--- src/rtl/sfrc_pkg.sv ---
`timescale 1ns / 1ps
// ----------------------------------------------------------------------------
// sfrc_pkg: shared types and constants of the serial frame receive checker
// Opcodes, status codes, register indexes and the request/result records.
// ----------------------------------------------------------------------------
package sfrc_pkg;

  // Frame geometry
  localparam int unsigned MAX_FRAME_LEN = 1024;
  localparam int unsigned LEN_W         = 11;   // frame_length / byte counter
  localparam int unsigned IDX_W         = 10;   // data_index
  localparam int unsigned CNT_W         = 24;   // poll counter / timeout_limit

  localparam logic [LEN_W-1:0] MAX_LEN_C   = LEN_W'(MAX_FRAME_LEN);
  localparam logic [CNT_W-1:0] COUNT_MAX   = {CNT_W{1'b1}};

  // Register reset values
  localparam logic [LEN_W-1:0] FRAME_LEN_RST   = LEN_W'(128);
  localparam logic [CNT_W-1:0] TIMEOUT_RST     = CNT_W'(125000);
  localparam logic             CMD_LEVEL_RST   = 1'b1;

  // Configuration register indexes
  localparam int unsigned      CFG_IDX_W        = 2;
  localparam logic [CFG_IDX_W-1:0] CFG_FRAME_LENGTH = 2'd0;
  localparam logic [CFG_IDX_W-1:0] CFG_TIMEOUT      = 2'd1;
  localparam logic [CFG_IDX_W-1:0] CFG_CMD_LEVEL    = 2'd2;
  localparam int unsigned      CFG_DATA_W       = 24;

  // Request opcodes
  localparam logic [1:0] OP_START = 2'd0;
  localparam logic [1:0] OP_POLL  = 2'd1;
  localparam logic [1:0] OP_BYTE  = 2'd2;

  // Status codes
  localparam logic [2:0] ST_RECEIVING    = 3'd0;
  localparam logic [2:0] ST_OK           = 3'd1;
  localparam logic [2:0] ST_CHECKSUM_BAD = 3'd2;
  localparam logic [2:0] ST_CMD_CHANGED  = 3'd3;
  localparam logic [2:0] ST_TIMEOUT      = 3'd4;
  localparam logic [2:0] ST_FRAMING      = 3'd5;
  localparam logic [2:0] ST_OVERRUN      = 3'd6;
  localparam logic [2:0] ST_IDLE         = 3'd7;

  // Configuration snapshot
  typedef struct packed {
    logic [LEN_W-1:0] frame_length;
    logic [CNT_W-1:0] timeout_limit;
    logic             expected_cmd_level;
  } cfg_t;

  // One request
  typedef struct packed {
    logic [1:0] opcode;
    logic [7:0] rx_byte;
    logic       framing_error;
    logic       overrun_error;
    logic       cmd_line_level;
  } req_t;

  // One result
  typedef struct packed {
    logic [2:0]       status;
    logic             data_valid;
    logic [7:0]       data_byte;
    logic [IDX_W-1:0] data_index;
  } res_t;

endpackage

--- src/rtl/sfrc_cfg_regs.sv ---
`timescale 1ns / 1ps
// ----------------------------------------------------------------------------
// sfrc_cfg_regs: configuration register file
// Holds frame length, timeout limit and expected command level.
// ----------------------------------------------------------------------------
module sfrc_cfg_regs
  import sfrc_pkg::*;
(
  input  logic                  clk,
  input  logic                  rst_n,
  input  logic                  cfg_valid,
  output logic                  cfg_ready,
  input  logic [CFG_IDX_W-1:0]  cfg_index,
  input  logic [CFG_DATA_W-1:0] cfg_data,
  output cfg_t                  cfg
);

  cfg_t cfg_r;

  assign cfg_ready = 1'b1;
  assign cfg       = cfg_r;

  // Register writes; indexes beyond the list are dropped
  always_ff @(posedge clk) begin
    if (!rst_n) begin
      cfg_r.frame_length       <= FRAME_LEN_RST;
      cfg_r.timeout_limit      <= TIMEOUT_RST;
      cfg_r.expected_cmd_level <= CMD_LEVEL_RST;
    end else if (cfg_valid) begin
      unique case (cfg_index)
        CFG_FRAME_LENGTH: cfg_r.frame_length       <= cfg_data[LEN_W-1:0];
        CFG_TIMEOUT:      cfg_r.timeout_limit      <= cfg_data[CNT_W-1:0];
        CFG_CMD_LEVEL:    cfg_r.expected_cmd_level <= cfg_data[0];
        default: ;
      endcase
    end
  end

endmodule

--- src/rtl/sfrc_in_reg.sv ---
`timescale 1ns / 1ps
// ----------------------------------------------------------------------------
// sfrc_in_reg: input register stage
// Captures one request per cycle while the core keeps taking; refills while the core takes the held one.
// ----------------------------------------------------------------------------
module sfrc_in_reg
  import sfrc_pkg::*;
(
  input  logic clk,
  input  logic rst_n,
  input  logic in_valid,
  output logic in_ready,
  input  req_t in_req,
  output logic req_valid,
  input  logic req_take,
  output req_t req
);

  logic valid_r;
  req_t req_r;

  assign in_ready  = !valid_r || req_take;
  assign req_valid = valid_r;
  assign req       = req_r;

  // Valid flag
  always_ff @(posedge clk) begin
    if (!rst_n) begin
      valid_r <= 1'b0;
    end else if (in_ready) begin
      valid_r <= in_valid;
    end
  end

  // Payload
  always_ff @(posedge clk) begin
    if (in_ready && in_valid) begin
      req_r <= in_req;
    end
  end

endmodule

--- src/rtl/sfrc_core.sv ---
`timescale 1ns / 1ps
// ----------------------------------------------------------------------------
// sfrc_core: frame state, checks and result register
// Evaluates one request per cycle, while the result channel is not stalled,
// against the frame state and registers the status and data byte.
// ----------------------------------------------------------------------------
module sfrc_core
  import sfrc_pkg::*;
(
  input  logic clk,
  input  logic rst_n,
  input  cfg_t cfg,
  input  logic req_valid,
  output logic req_take,
  input  req_t req,
  output logic res_valid,
  input  logic res_ready,
  output res_t res
);

  logic             active_r,  active_nxt;
  logic [LEN_W-1:0] bytes_r,   bytes_nxt;
  logic [7:0]       sum_r,     sum_nxt;
  logic [CNT_W-1:0] polls_r,   polls_nxt;
  logic             out_valid_r;
  res_t             res_r,     res_nxt;

  logic [LEN_W-1:0] eff_len;
  logic [8:0]       sum_wide;
  logic [7:0]       sum_add;

  assign req_take  = req_valid && (!out_valid_r || res_ready);
  assign res_valid = out_valid_r;
  assign res       = res_r;

  // Effective length clamp and end-around-carry sum
  assign eff_len  = (cfg.frame_length > MAX_LEN_C) ? MAX_LEN_C : cfg.frame_length;
  assign sum_wide = {1'b0, sum_r} + {1'b0, req.rx_byte};
  assign sum_add  = sum_wide[8] ? (sum_wide[7:0] + 8'd1) : sum_wide[7:0];

  // Next frame state and result
  always_comb begin
    active_nxt         = active_r;
    bytes_nxt          = bytes_r;
    sum_nxt            = sum_r;
    polls_nxt          = polls_r;
    res_nxt.status     = ST_RECEIVING;
    res_nxt.data_valid = 1'b0;
    res_nxt.data_byte  = 8'd0;
    res_nxt.data_index = '0;
    priority if (req.opcode == OP_START) begin
      active_nxt = 1'b1;
      bytes_nxt  = '0;
      sum_nxt    = 8'd0;
      polls_nxt  = '0;
    end else if (!active_r) begin
      res_nxt.status = ST_IDLE;
    end else if (req.opcode != OP_POLL && req.opcode != OP_BYTE) begin
      res_nxt.status = ST_RECEIVING;
    end else if (req.cmd_line_level != cfg.expected_cmd_level) begin
      res_nxt.status = ST_CMD_CHANGED;
      active_nxt     = 1'b0;
    end else if (polls_r > cfg.timeout_limit) begin
      res_nxt.status = ST_TIMEOUT;
      active_nxt     = 1'b0;
    end else begin
      if (polls_r != COUNT_MAX) begin
        polls_nxt = polls_r + CNT_W'(1);
      end
      if (req.opcode == OP_BYTE) begin
        priority if (req.framing_error) begin
          res_nxt.status = ST_FRAMING;
          active_nxt     = 1'b0;
        end else if (req.overrun_error) begin
          res_nxt.status = ST_OVERRUN;
          active_nxt     = 1'b0;
        end else if (bytes_r >= eff_len) begin
          res_nxt.status = (req.rx_byte == sum_r) ? ST_OK : ST_CHECKSUM_BAD;
          active_nxt     = 1'b0;
        end else begin
          res_nxt.data_valid = 1'b1;
          res_nxt.data_byte  = req.rx_byte;
          res_nxt.data_index = bytes_r[IDX_W-1:0];
          sum_nxt            = sum_add;
          bytes_nxt          = bytes_r + LEN_W'(1);
        end
      end
    end
  end

  // Frame state
  always_ff @(posedge clk) begin
    if (!rst_n) begin
      active_r <= 1'b0;
      bytes_r  <= '0;
      sum_r    <= 8'd0;
      polls_r  <= '0;
    end else if (req_take) begin
      active_r <= active_nxt;
      bytes_r  <= bytes_nxt;
      sum_r    <= sum_nxt;
      polls_r  <= polls_nxt;
    end
  end

  // Result register
  always_ff @(posedge clk) begin
    if (!rst_n) begin
      out_valid_r <= 1'b0;
    end else if (!out_valid_r || res_ready) begin
      out_valid_r <= req_valid;
    end
  end

  always_ff @(posedge clk) begin
    if (req_take) begin
      res_r <= res_nxt;
    end
  end

  // A start always opens a fresh frame
  a_start_clears: assert property (@(posedge clk) disable iff (!rst_n)
    req_take && req.opcode == OP_START |=> active_r && bytes_r == '0 && polls_r == '0)
    else $error("start did not open a fresh frame");

  // Handed-out data only while receiving
  a_data_receiving: assert property (@(posedge clk) disable iff (!rst_n)
    out_valid_r && res_r.data_valid |-> res_r.status == ST_RECEIVING)
    else $error("data byte with ending status");

  // Byte counter never passes the clamped maximum
  a_bytes_bound: assert property (@(posedge clk) disable iff (!rst_n)
    bytes_r <= MAX_LEN_C)
    else $error("byte counter beyond maximum frame length");

  // Idle requests leave the frame state alone
  a_idle_stable: assert property (@(posedge clk) disable iff (!rst_n)
    req_take && !active_r && req.opcode != OP_START |=>
      !active_r && $stable(sum_r) && $stable(bytes_r))
    else $error("idle request changed the frame state");

endmodule

--- src/rtl/serial_frame_receive_checker_unit.sv ---
`timescale 1ns / 1ps
// ----------------------------------------------------------------------------
// serial_frame_receive_checker_unit: serial data frame checksum checker
// Path: an accepted request passes the input register, then the result
//   register, and is offered on the result channel from there; a stalled
//   result channel holds it back in the input register.
// Throughput: one request per cycle while the result channel is not stalled.
// Reset (rst_n low, synchronous): no frame active, counters and sum cleared,
//   registers back to length 128, timeout 125000, command level 1.
// ----------------------------------------------------------------------------
module serial_frame_receive_checker_unit
  import sfrc_pkg::*;
(
  input  logic                  clk,
  input  logic                  rst_n,
  // request channel
  input  logic                  in_tvalid,
  output logic                  in_tready,
  input  logic [15:0]           in_tdata,   // rx_byte[7:0], framing_error[8],
                                            // overrun_error[9], cmd_line_level[10]
  input  logic [1:0]            in_tuser,   // opcode[1:0]
  // result channel
  output logic                  out_tvalid,
  input  logic                  out_tready,
  output logic [23:0]           out_tdata,  // data_byte[7:0], data_index[17:8]
  output logic [3:0]            out_tuser,  // status[2:0], data_valid[3]
  // configuration channel
  input  logic                  cfg_valid,
  output logic                  cfg_ready,
  input  logic [CFG_IDX_W-1:0]  cfg_index,
  input  logic [CFG_DATA_W-1:0] cfg_data
);

  cfg_t cfg;
  req_t in_req;
  req_t req;
  res_t res;
  logic req_valid;
  logic req_take;

  // Unpack request
  assign in_req.opcode         = in_tuser;
  assign in_req.rx_byte        = in_tdata[7:0];
  assign in_req.framing_error  = in_tdata[8];
  assign in_req.overrun_error  = in_tdata[9];
  assign in_req.cmd_line_level = in_tdata[10];

  sfrc_cfg_regs u_cfg (
    .clk       (clk),
    .rst_n     (rst_n),
    .cfg_valid (cfg_valid),
    .cfg_ready (cfg_ready),
    .cfg_index (cfg_index),
    .cfg_data  (cfg_data),
    .cfg       (cfg)
  );

  sfrc_in_reg u_in (
    .clk       (clk),
    .rst_n     (rst_n),
    .in_valid  (in_tvalid),
    .in_ready  (in_tready),
    .in_req    (in_req),
    .req_valid (req_valid),
    .req_take  (req_take),
    .req       (req)
  );

  sfrc_core u_core (
    .clk       (clk),
    .rst_n     (rst_n),
    .cfg       (cfg),
    .req_valid (req_valid),
    .req_take  (req_take),
    .req       (req),
    .res_valid (out_tvalid),
    .res_ready (out_tready),
    .res       (res)
  );

  // Pack result
  assign out_tdata = {6'd0, res.data_index, res.data_byte};
  assign out_tuser = {res.data_valid, res.status};

endmodule
--- config.mk ---
export PLATFORM = sky130hd
export DESIGN_NAME = serial_frame_receive_checker_unit
export DESIGN_NICKNAME = d
export VERILOG_FILES = /design/src/rtl/sfrc_pkg.sv /design/src/rtl/sfrc_cfg_regs.sv /design/src/rtl/sfrc_in_reg.sv /design/src/rtl/sfrc_core.sv /design/src/rtl/serial_frame_receive_checker_unit.sv
export SDC_FILE = /design/constraint.sdc
export NUM_CORES = 1
export LEC_CHECK = 0
export ABC_AREA = 1
export ABC_CLOCK_PERIOD_IN_PS = 3500
export BUFFER_PORTS_ARGS = -buffer_cell sky130_fd_sc_hd__clkbuf_2
export CORE_MARGIN = 2
export CORE_UTILIZATION = 56
export CTS_BUF_LIST = sky130_fd_sc_hd__clkbuf_16
export CTS_CLUSTER_SIZE = 30
export DETAILED_ROUTE_END_ITERATION = 10
export HOLD_SLACK_MARGIN = 0.06
export PLACE_DENSITY = 0.76
export SYNTH_ARGS = -nofsm -noshare
export SYNTH_HDL_FRONTEND = slang
export SYNTH_SLANG_ARGS = --single-unit
--- constraint.sdc ---
create_clock -name clk -period 3.5 [get_ports clk]
set_input_delay 0.175 -clock clk [delete_from_list [all_inputs] [get_ports clk]]
set_output_delay 0.175 -clock clk [all_outputs]
set_load 0.02 [all_outputs]
==> results.sh, run 1 <==
export IMPL_crit_chain="nor4_1, a31o_2, nand2_1, ha_1, nand2_1, nor2_1, and2_1, nand2_1, nand2_1, nor2_2, nand2_1, nor2_1, nand4_2, nor2_1"
export IMPL_synth_distinct_cells=40
export IMPL_critPathBufInv=0
export IMPL_syn_inst=921
export IMPL_numPortBuffers=67
export IMPL_cp_max_fo=19
export IMPL_async_flop_share_pct=0
export IMPL_ant_nets=0
export IMPL_numCtsBuffers=17
export IMPL_synth_ff_type="dfxtp_1"
export IMPL_maxSlewHeadroom_pct=40.8
export IMPL_hold_end="u_cfg.cfg[13]"
export IMPL_cp_slowest_stage_delay_ns=0.47
export IMPL_setup_tns_ns=0
export IMPL_rsz0062_at_grt="false"
export IMPL_nNetsFinal=1110
export IMPL_ios=80
export IMPL_rrSetupSlack_ns=0.34
export IMPL_path_delay_family="simple AND/OR/NAND/NOR gates"
export IMPL_firstDrtPassIters=5
export IMPL_worst_slew_pin_slew_ns=0.887
export IMPL_overflow=0
export IMPL_die_w_um=114
export IMPL_peakVddDrop_mv=0.308
export IMPL_crit_required_ns=3.72
export IMPL_crit_path_end_kind="flop"
export IMPL_cp_common_cell="nand2_1"
export IMPL_p_leak_nw=3.54
export IMPL_ys_ff_latch=117
export IMPL_synth_area_top_cells="dfxtp_1 24%, edfxtp_1 15%, nand2_1 12%, ha_1 9.0%, a21oi_1 6.7%"
export IMPL_htreeDepth=4
export IMPL_p_int_w=0.00260
export IMPL_crit_arrival_ns=3.38
export IMPL_cts_buffer_depth=2
export IMPL_cts_root_buf="clkbuf_16"
export IMPL_drt_iter0_drc=453
export IMPL_antenna_found_initial=0
export IMPL_dieHeight_um=114
export IMPL_post_cts_repair_setup_buffers=0
export IMPL_drive_above_1_share_pct=12.2
export IMPL_synth_most_common_cell="nand2_1"
export IMPL_yosysSeqAreaShare_pct=39.6
export IMPL_place_congestion=0.942
export IMPL_avgSynthCellArea_sq_um=7.39
export IMPL_grt_pass1_vias=5773
export IMPL_insertion_delay_ns=0.42
export IMPL_via_count=6076
export IMPL_crit_slowest_cell="nand4_2"
export IMPL_ys_top_cells_by_count="226 x nand2_1, 111 x nor2_1, 109 x inv_1"
export IMPL_wl_per_cell_um=13.2
export IMPL_dieArea_sq_um=13000
export IMPL_p_seq_share_pct=42.8
export IMPL_power_switching_w=0.000835
export IMPL_cts_sink_count=117
export IMPL_p_clk_share_pct=48.1
export IMPL_synth_area_leader_cell="dfxtp_1"
export IMPL_synth_top_area_share_pct=24.1
export IMPL_rr_startpoint="u_cfg.cfg[27]"
export IMPL_slew_violations=0
export IMPL_routed_via_density=5.19
export IMPL_clock_skew_ns=0.00849
export IMPL_combPwrFrac_pct=9.1
export IMPL_worstHoldPathCells=3
export IMPL_sw_frac_of_total_pct=24.3
export IMPL_r2r_end="u_core.res[10]"
export IMPL_wl_um=15400
export IMPL_netlist_area_sq_um=6800
export IMPL_power_density_cell_area_nw_per_um2=427
export IMPL_status="finished, final reports clean"
export IMPL_initial_core_util_pct=57.1
export IMPL_dpl_hpwl_um=10600
export IMPL_hold_path_class="primary input to flop"
export IMPL_fmax_mhz=317
export IMPL_layout_min_cycle_time_ns=3.16
export IMPL_whs_ns=0.0678
export IMPL_num_antenna_cells=0
export IMPL_core_sq_um=11900
export IMPL_worst_r2r_cell_count=14
export IMPL_hp_start="cfg_data[12]"
export IMPL_synth_edf_count=35
export IMPL_cts_tree="built"
export IMPL_ys_warn_count=0
export IMPL_post_route_period_util_pct=90.2
export IMPL_hold_viol=0
export IMPL_rows=40
export IMPL_cts_clk_slew_worst_paths_ns=0.06
export IMPL_grt_pass1_wl_um=25900
export IMPL_grt_usage_pct=25.0
export IMPL_setup_worst_path_class="flop to flop"
export IMPL_grt_max_degree=45
export IMPL_drcViolationCount=0
export IMPL_syn_to_final_growth_pct=18.2
export IMPL_worst_setup_path_start_kind="flop"
export IMPL_finalSetupViolCount=0
export IMPL_max_cap_violations=0
-- stage by stage --
stage | instance area (sq um) | utilization [%] | instances | setup slack [ns] | power (W)
finish | 8050 | 67.5 | 1171 | 0.344 | 0.00343
global route | 8050 | 67.5 | 1171 | 0.0707 | 0.00356
CTS | 8050 | 67.5 | 1171 | 0.475 | 0.00345
detailed placement | 7190 | 60.3 | 1110 | 0.531 | 0.00178
global placement | 7190 | 60.3 | 1110 | 0.610 | 0.00177
floorplan | 6820 | - | 926 | 0.919 | 0.00170
-- worst max-delay path by stage --
stage | from | end | cells after the start
after floorplan | u_cfg.cfg[27] | u_core.res[17] | 16
after detailed placement | u_cfg.cfg[27] | u_core.res[4] | 14
final | u_cfg.cfg[27] | u_core.res[10] | 14
after CTS | u_cfg.cfg[27] | u_core.res[4] | 14
after global placement | u_cfg.cfg[27] | u_core.res[7] | 14
after global routing | u_cfg.cfg[27] | u_core.res[10] | 14
-- cell usage in the layout, fill, tap and decap left out, types with 5 or more instances in the layout --
cell / instances
a21oi_1: 91
buf_4: 7
clkbuf_16: 17
clkbuf_2: 67
clkinvlp_4: 5
conb_1: 7
dfxtp_1: 82
dlygate4sd3_1: 29
edfxtp_1: 35
ha_1: 49
inv_1: 111
nand2_1: 226
nand3_1: 32
nand4_1: 17
nor2_1: 111
nor3_1: 16
nor4_1: 6
o211ai_1: 7
o21ai_0: 43
xnor2_1: 6
xor2_1: 16
-- power groups by stage --
stage	combinational, W	clock [W]	sequential, W
floorplan	0.000192	0	0.00151
global placement	0.000278	0	0.00149
detailed placement	0.000283	0	0.00150
CTS	0.000311	0.00167	0.00147
global route	0.000354	0.00173	0.00147
finish	0.000312	0.00165	0.00147
-- flip-flops by register name, indices dropped and copies added, names as in the netlist --
name / flops
u_in.req: 13
u_core.res: 22
u_cfg.cfg: 36
u_core.res_valid: 1
u_in.req_valid: 1
u_core.bytes_r: 11
u_core.sum_r: 8
u_core.active_r: 1
u_core.polls_r: 24
-- repair_timing --
action | in CTS | in global routing
hold buffers | 29 | 0
hold endpoints to repair | 31 | 0
gates resized for setup | 0 | 0
-- routing by layer --
metal  global-route usage, %  vias to the layer above  share of wire, %
met5                       0                        -                 0
met4                    9.27                        0               2.2
met3                    5.77                       26               3.5
met2                    44.4                      119                50
met1                    29.4                     2751                45
li1                        -                     3180                 -
-- tightest hold or removal path, cell delays in order --
cell,delay (ns)
clkbuf_2,0.07
o21ai_0,0.07
a21oi_1,0.12
-- final cells by class --
type	instances	area, sq um
Clock buffer	17	425
Clock inverter	15	143
Fill cell	996	3870
Inverter	112	420
Multi-Input combinational cell	660	3500
Sequential cell	117	2690
Tap cell	147	184
Timing Repair Buffer	103	678
-- logic make-up after synthesis --
group	synth area share (%)
simple gates	27.3
flops	39.6
buf+inv	9.23
other cells	0.110
fa+ha+maj	9.30
xor+xnor	2.83
compound gates	11.7
(Power assumes the default switching activity.)
==> run 2, diff against run 1 <==
--- a/config.mk
+++ b/config.mk
@@ -14,7 +14,9 @@
 export CTS_CLUSTER_SIZE = 30
 export DETAILED_ROUTE_END_ITERATION = 10
 export HOLD_SLACK_MARGIN = 0.06
+export MAX_ROUTING_LAYER = met4
 export PLACE_DENSITY = 0.76
 export SYNTH_ARGS = -nofsm -noshare
 export SYNTH_HDL_FRONTEND = slang
+export SYNTH_HIERARCHICAL = 1
 export SYNTH_SLANG_ARGS = --single-unit
==> run 2 against run 1 <==
Effect of this change: cell count up 11%; highest routed layer unchanged; synthesized cell count up 11%; hold slack better by 0.083 ns; register-to-register slack better by 0.30 ns; largest cell class unchanged; flip-flop and latch count unchanged; critical endpoint is now u_core/sum_r[6].
==> results.sh, run 2 <==
export IMPL_drive_above_1_share_pct=11.8
export IMPL_insertion_delay_ns=0.42
export IMPL_wl_per_cell_um=13.4
export IMPL_netlist_area_sq_um=7240
export IMPL_synth_top_area_share_pct=22.7
export IMPL_fmax_mhz=350
export IMPL_top_layer_used="met4"
export IMPL_layout_min_cycle_time_ns=2.85
export IMPL_overflow=0
export IMPL_cts_clk_slew_worst_paths_ns=0.06
export IMPL_hold_viol=0
export IMPL_cts_buffer_depth=2
export IMPL_dieArea_sq_um=13900
export IMPL_final_util_pct=68.4
export IMPL_ys_ff_latch=117
export IMPL_power_w=0.00357
export IMPL_grt_pass1_vias=6067
export IMPL_routed_via_density=5.12
export IMPL_via_count=6685
export IMPL_cts_resized=0
export IMPL_ys_warn_count=6
export IMPL_firstDrtPassIters=5
export IMPL_crit_slowest_cell="dfxtp_1"
export IMPL_peakVddDrop_mv=0.320
export IMPL_p_leak_nw=3.95
export IMPL_synth_area_leader_cell="dfxtp_1"
export IMPL_synth_edf_count=35
export IMPL_cts_tree="built"
export IMPL_cp_slowest_stage_delay_ns=0.32
export IMPL_drcViolationCount=0
export IMPL_syn_inst=1023
export IMPL_htreeDepth=4
export IMPL_crit_required_ns=3.85
export IMPL_synth_area_top_cells="dfxtp_1 23%, edfxtp_1 15%, nand2_1 13%, ha_1 8.5%, nor2_1 7.9%"
export IMPL_num_antenna_cells=0
export IMPL_rrSetupSlack_ns=0.65
export IMPL_cts_sink_count=117
export IMPL_worst_setup_path_start_kind="flop"
export IMPL_ys_top_cells_by_count="251 x nand2_1, 152 x nor2_1, 128 x inv_1"
export IMPL_initial_core_util_pct=57.4
export IMPL_placed_area_sq_um=7640
export IMPL_grt_usage_pct=26.4
export IMPL_ant_nets=0
export IMPL_async_flop_share_pct=0
export IMPL_synth_top_family_by_area="simple AND/OR/NAND/NOR gates"
export IMPL_ios=80
export IMPL_grt_pass1_wl_um=28800
export IMPL_r2r_end="u_core/sum_r[6]"
export IMPL_n_fill_cell=1034
export IMPL_final_cell_mix="251 x nand2_1, 152 x nor2_1, 129 x inv_1"
export IMPL_core_sq_um=12600
export IMPL_yosysSeqAreaShare_pct=37.2
export IMPL_place_congestion=0.925
export IMPL_synth_ff_type="dfxtp_1"
export IMPL_synth_most_common_cell="nand2_1"
export IMPL_setup_tns_ns=0
export IMPL_rr_startpoint="u_cfg/cfg[27]"
export IMPL_synthXorXnorAreaFrac_pct=3.75
export IMPL_drt_iter0_drc=540
export IMPL_numCtsBuffers=17
export IMPL_dpl_hpwl_um=11900
export IMPL_clock_skew_ns=0.0101
export IMPL_crit_arrival_ns=3.20
export IMPL_synth_simple_area_share_pct=33.4
export IMPL_wl_met3_um=1040
export IMPL_rsz0062_at_grt="false"
export IMPL_synth_compound_area_share_pct=6.41
export IMPL_post_route_period_util_pct=81.5
export IMPL_avgSynthCellArea_sq_um=7.08
export IMPL_syn_to_final_growth_pct=19.1
export IMPL_grt_max_degree=42
export IMPL_synth_fa_ha_area_share_pct=8.74
export IMPL_worst_slew_pin_slew_ns=0.801
export IMPL_max_cap_violations=0
export IMPL_setup_worst_path_end="u_core/sum_r[6]"
export IMPL_finalSetupViolCount=0
export IMPL_cp_common_cell="nand3_1"
export IMPL_rows=41
export IMPL_maxSlewHeadroom_pct=46.6
export IMPL_wl_um=17500
export IMPL_power_density_cell_area_nw_per_um2=413
export IMPL_worst_r2r_cell_count=16
export IMPL_status="finished, final reports clean"
export IMPL_wl_met2_um=8480
export IMPL_whs_ns=0.151
export IMPL_crit_chain="nor4_1, a31o_2, nand2_1, ha_1, inv_1, nor2_1, nand3_1, nand3_1, nor2_1, nand2_1, nor2_2, nand3_2, nand2_2, buf_4, nand3_1, a21oi_1"
export IMPL_design_area_sq_um=8630
export IMPL_layout_commonest_cell="nand2_1"
export IMPL_critPathLaunch="u_cfg/cfg[27]"
export IMPL_setup_worst_path_class="flop to flop"
export IMPL_wl_met1_um=7650
export IMPL_hp_start="cfg_index[1]"
export IMPL_largest_reg_flops=36
export IMPL_synth_distinct_cells=39
export IMPL_worstHoldPathCells=3
export IMPL_die_w_um=118
export IMPL_nNetsFinal=1219
export IMPL_synthMuxAreaShare_pct=0
export IMPL_dieHeight_um=118
export IMPL_slew_violations=0
export IMPL_crit_path_end_kind="flop"
export IMPL_cts_root_buf="clkbuf_16"
export IMPL_hold_path_class="primary input to flop"
export IMPL_antenna_found_initial=0
export IMPL_numPortBuffers=67
export IMPL_cp_max_fo=19
run 2: changes by cell type in the layout (fill, tap and decap cells not counted), moves of 10 or more:
| cell | previous run | this run |
|---|---|---|
| nand3_1 | 32 | 99 |
| dlygate4sd3_1 | 29 | 39 |
| inv_1 | 111 | 129 |
| o21ai_0 | 43 | 8 |
| nor2_1 | 111 | 152 |
| a21oi_1 | 91 | 70 |
| nand2_1 | 226 | 251 |
run 2: power by group:
group          total (W)  internal (W)  switching (W)
combinational   0.000390      0.000142       0.000247
sequential       0.00147       0.00145      0.0000272
clock            0.00170       0.00107       0.000635
total            0.00357       0.00266       0.000910
run 2: repair_timing:
item / 4_1_cts / 5_1_grt
hold buffers: 39 / 0
buffers inserted: 0 / 0
hold endpoints to repair: 40 / 0
run 2: how the worst min path moves through the flow:
stage                        end  slack (ns)
floorplan            u_in/req[0]        0.27
global placement    u_in/req[11]        0.35
detailed placement   u_in/req[1]        0.35
CTS                 u_cfg/cfg[0]        0.13
global route        u_cfg/cfg[0]        0.15
finish              u_cfg/cfg[0]        0.15
run 2: cell type report:
class | count | area, sq um | area share, %
Clock inverter | 11 | 67.6 | 0.783
Sequential cell | 117 | 2690 | 31.2
Clock buffer | 21 | 526 | 6.09
Timing Repair Buffer | 117 | 808 | 9.37
Multi-Input combinational cell | 735 | 3820 | 44.3
Inverter | 132 | 495 | 5.74
Tap cell | 172 | 215 | 2.49
run 2: logic make-up after synthesis:
logic type	Yosys count
AOI/OAI and AO/OA	87
xor gates and xnor gates	31
adders and majority gates	50
buffers and inverters	176
DFF	117
other	2
and+or+nand+nor	560
run 2: metal layers:
metal / global-route usage, % / vias to the layer above
met4: 8.73 / 0
met1: 31.7 / 2982
li1: - / 3456
met2: 43.1 / 214
met5: - / -
met3: 7.22 / 33
run 2: through the flow:
| step | std cells | worst slack (ns) |
|---|---|---|
| after floorplan | 1028 | 0.882 |
| after global placement | 1234 | 0.761 |
| after detailed placement | 1234 | 0.693 |
| after CTS | 1305 | 0.644 |
| after global routing | 1305 | 0.386 |
| final | 1305 | 0.646 |
run 2: critical path, delay by kind of cell (launching register included):
family	cells	cell delay, ns
AO/OA/AOI/OAI	2	0.47
flip-flops	1	0.32
buffers and inverters	2	0.33
AND/OR/NAND/NOR	11	1.38
adder cells (fa/ha/maj)	1	0.30
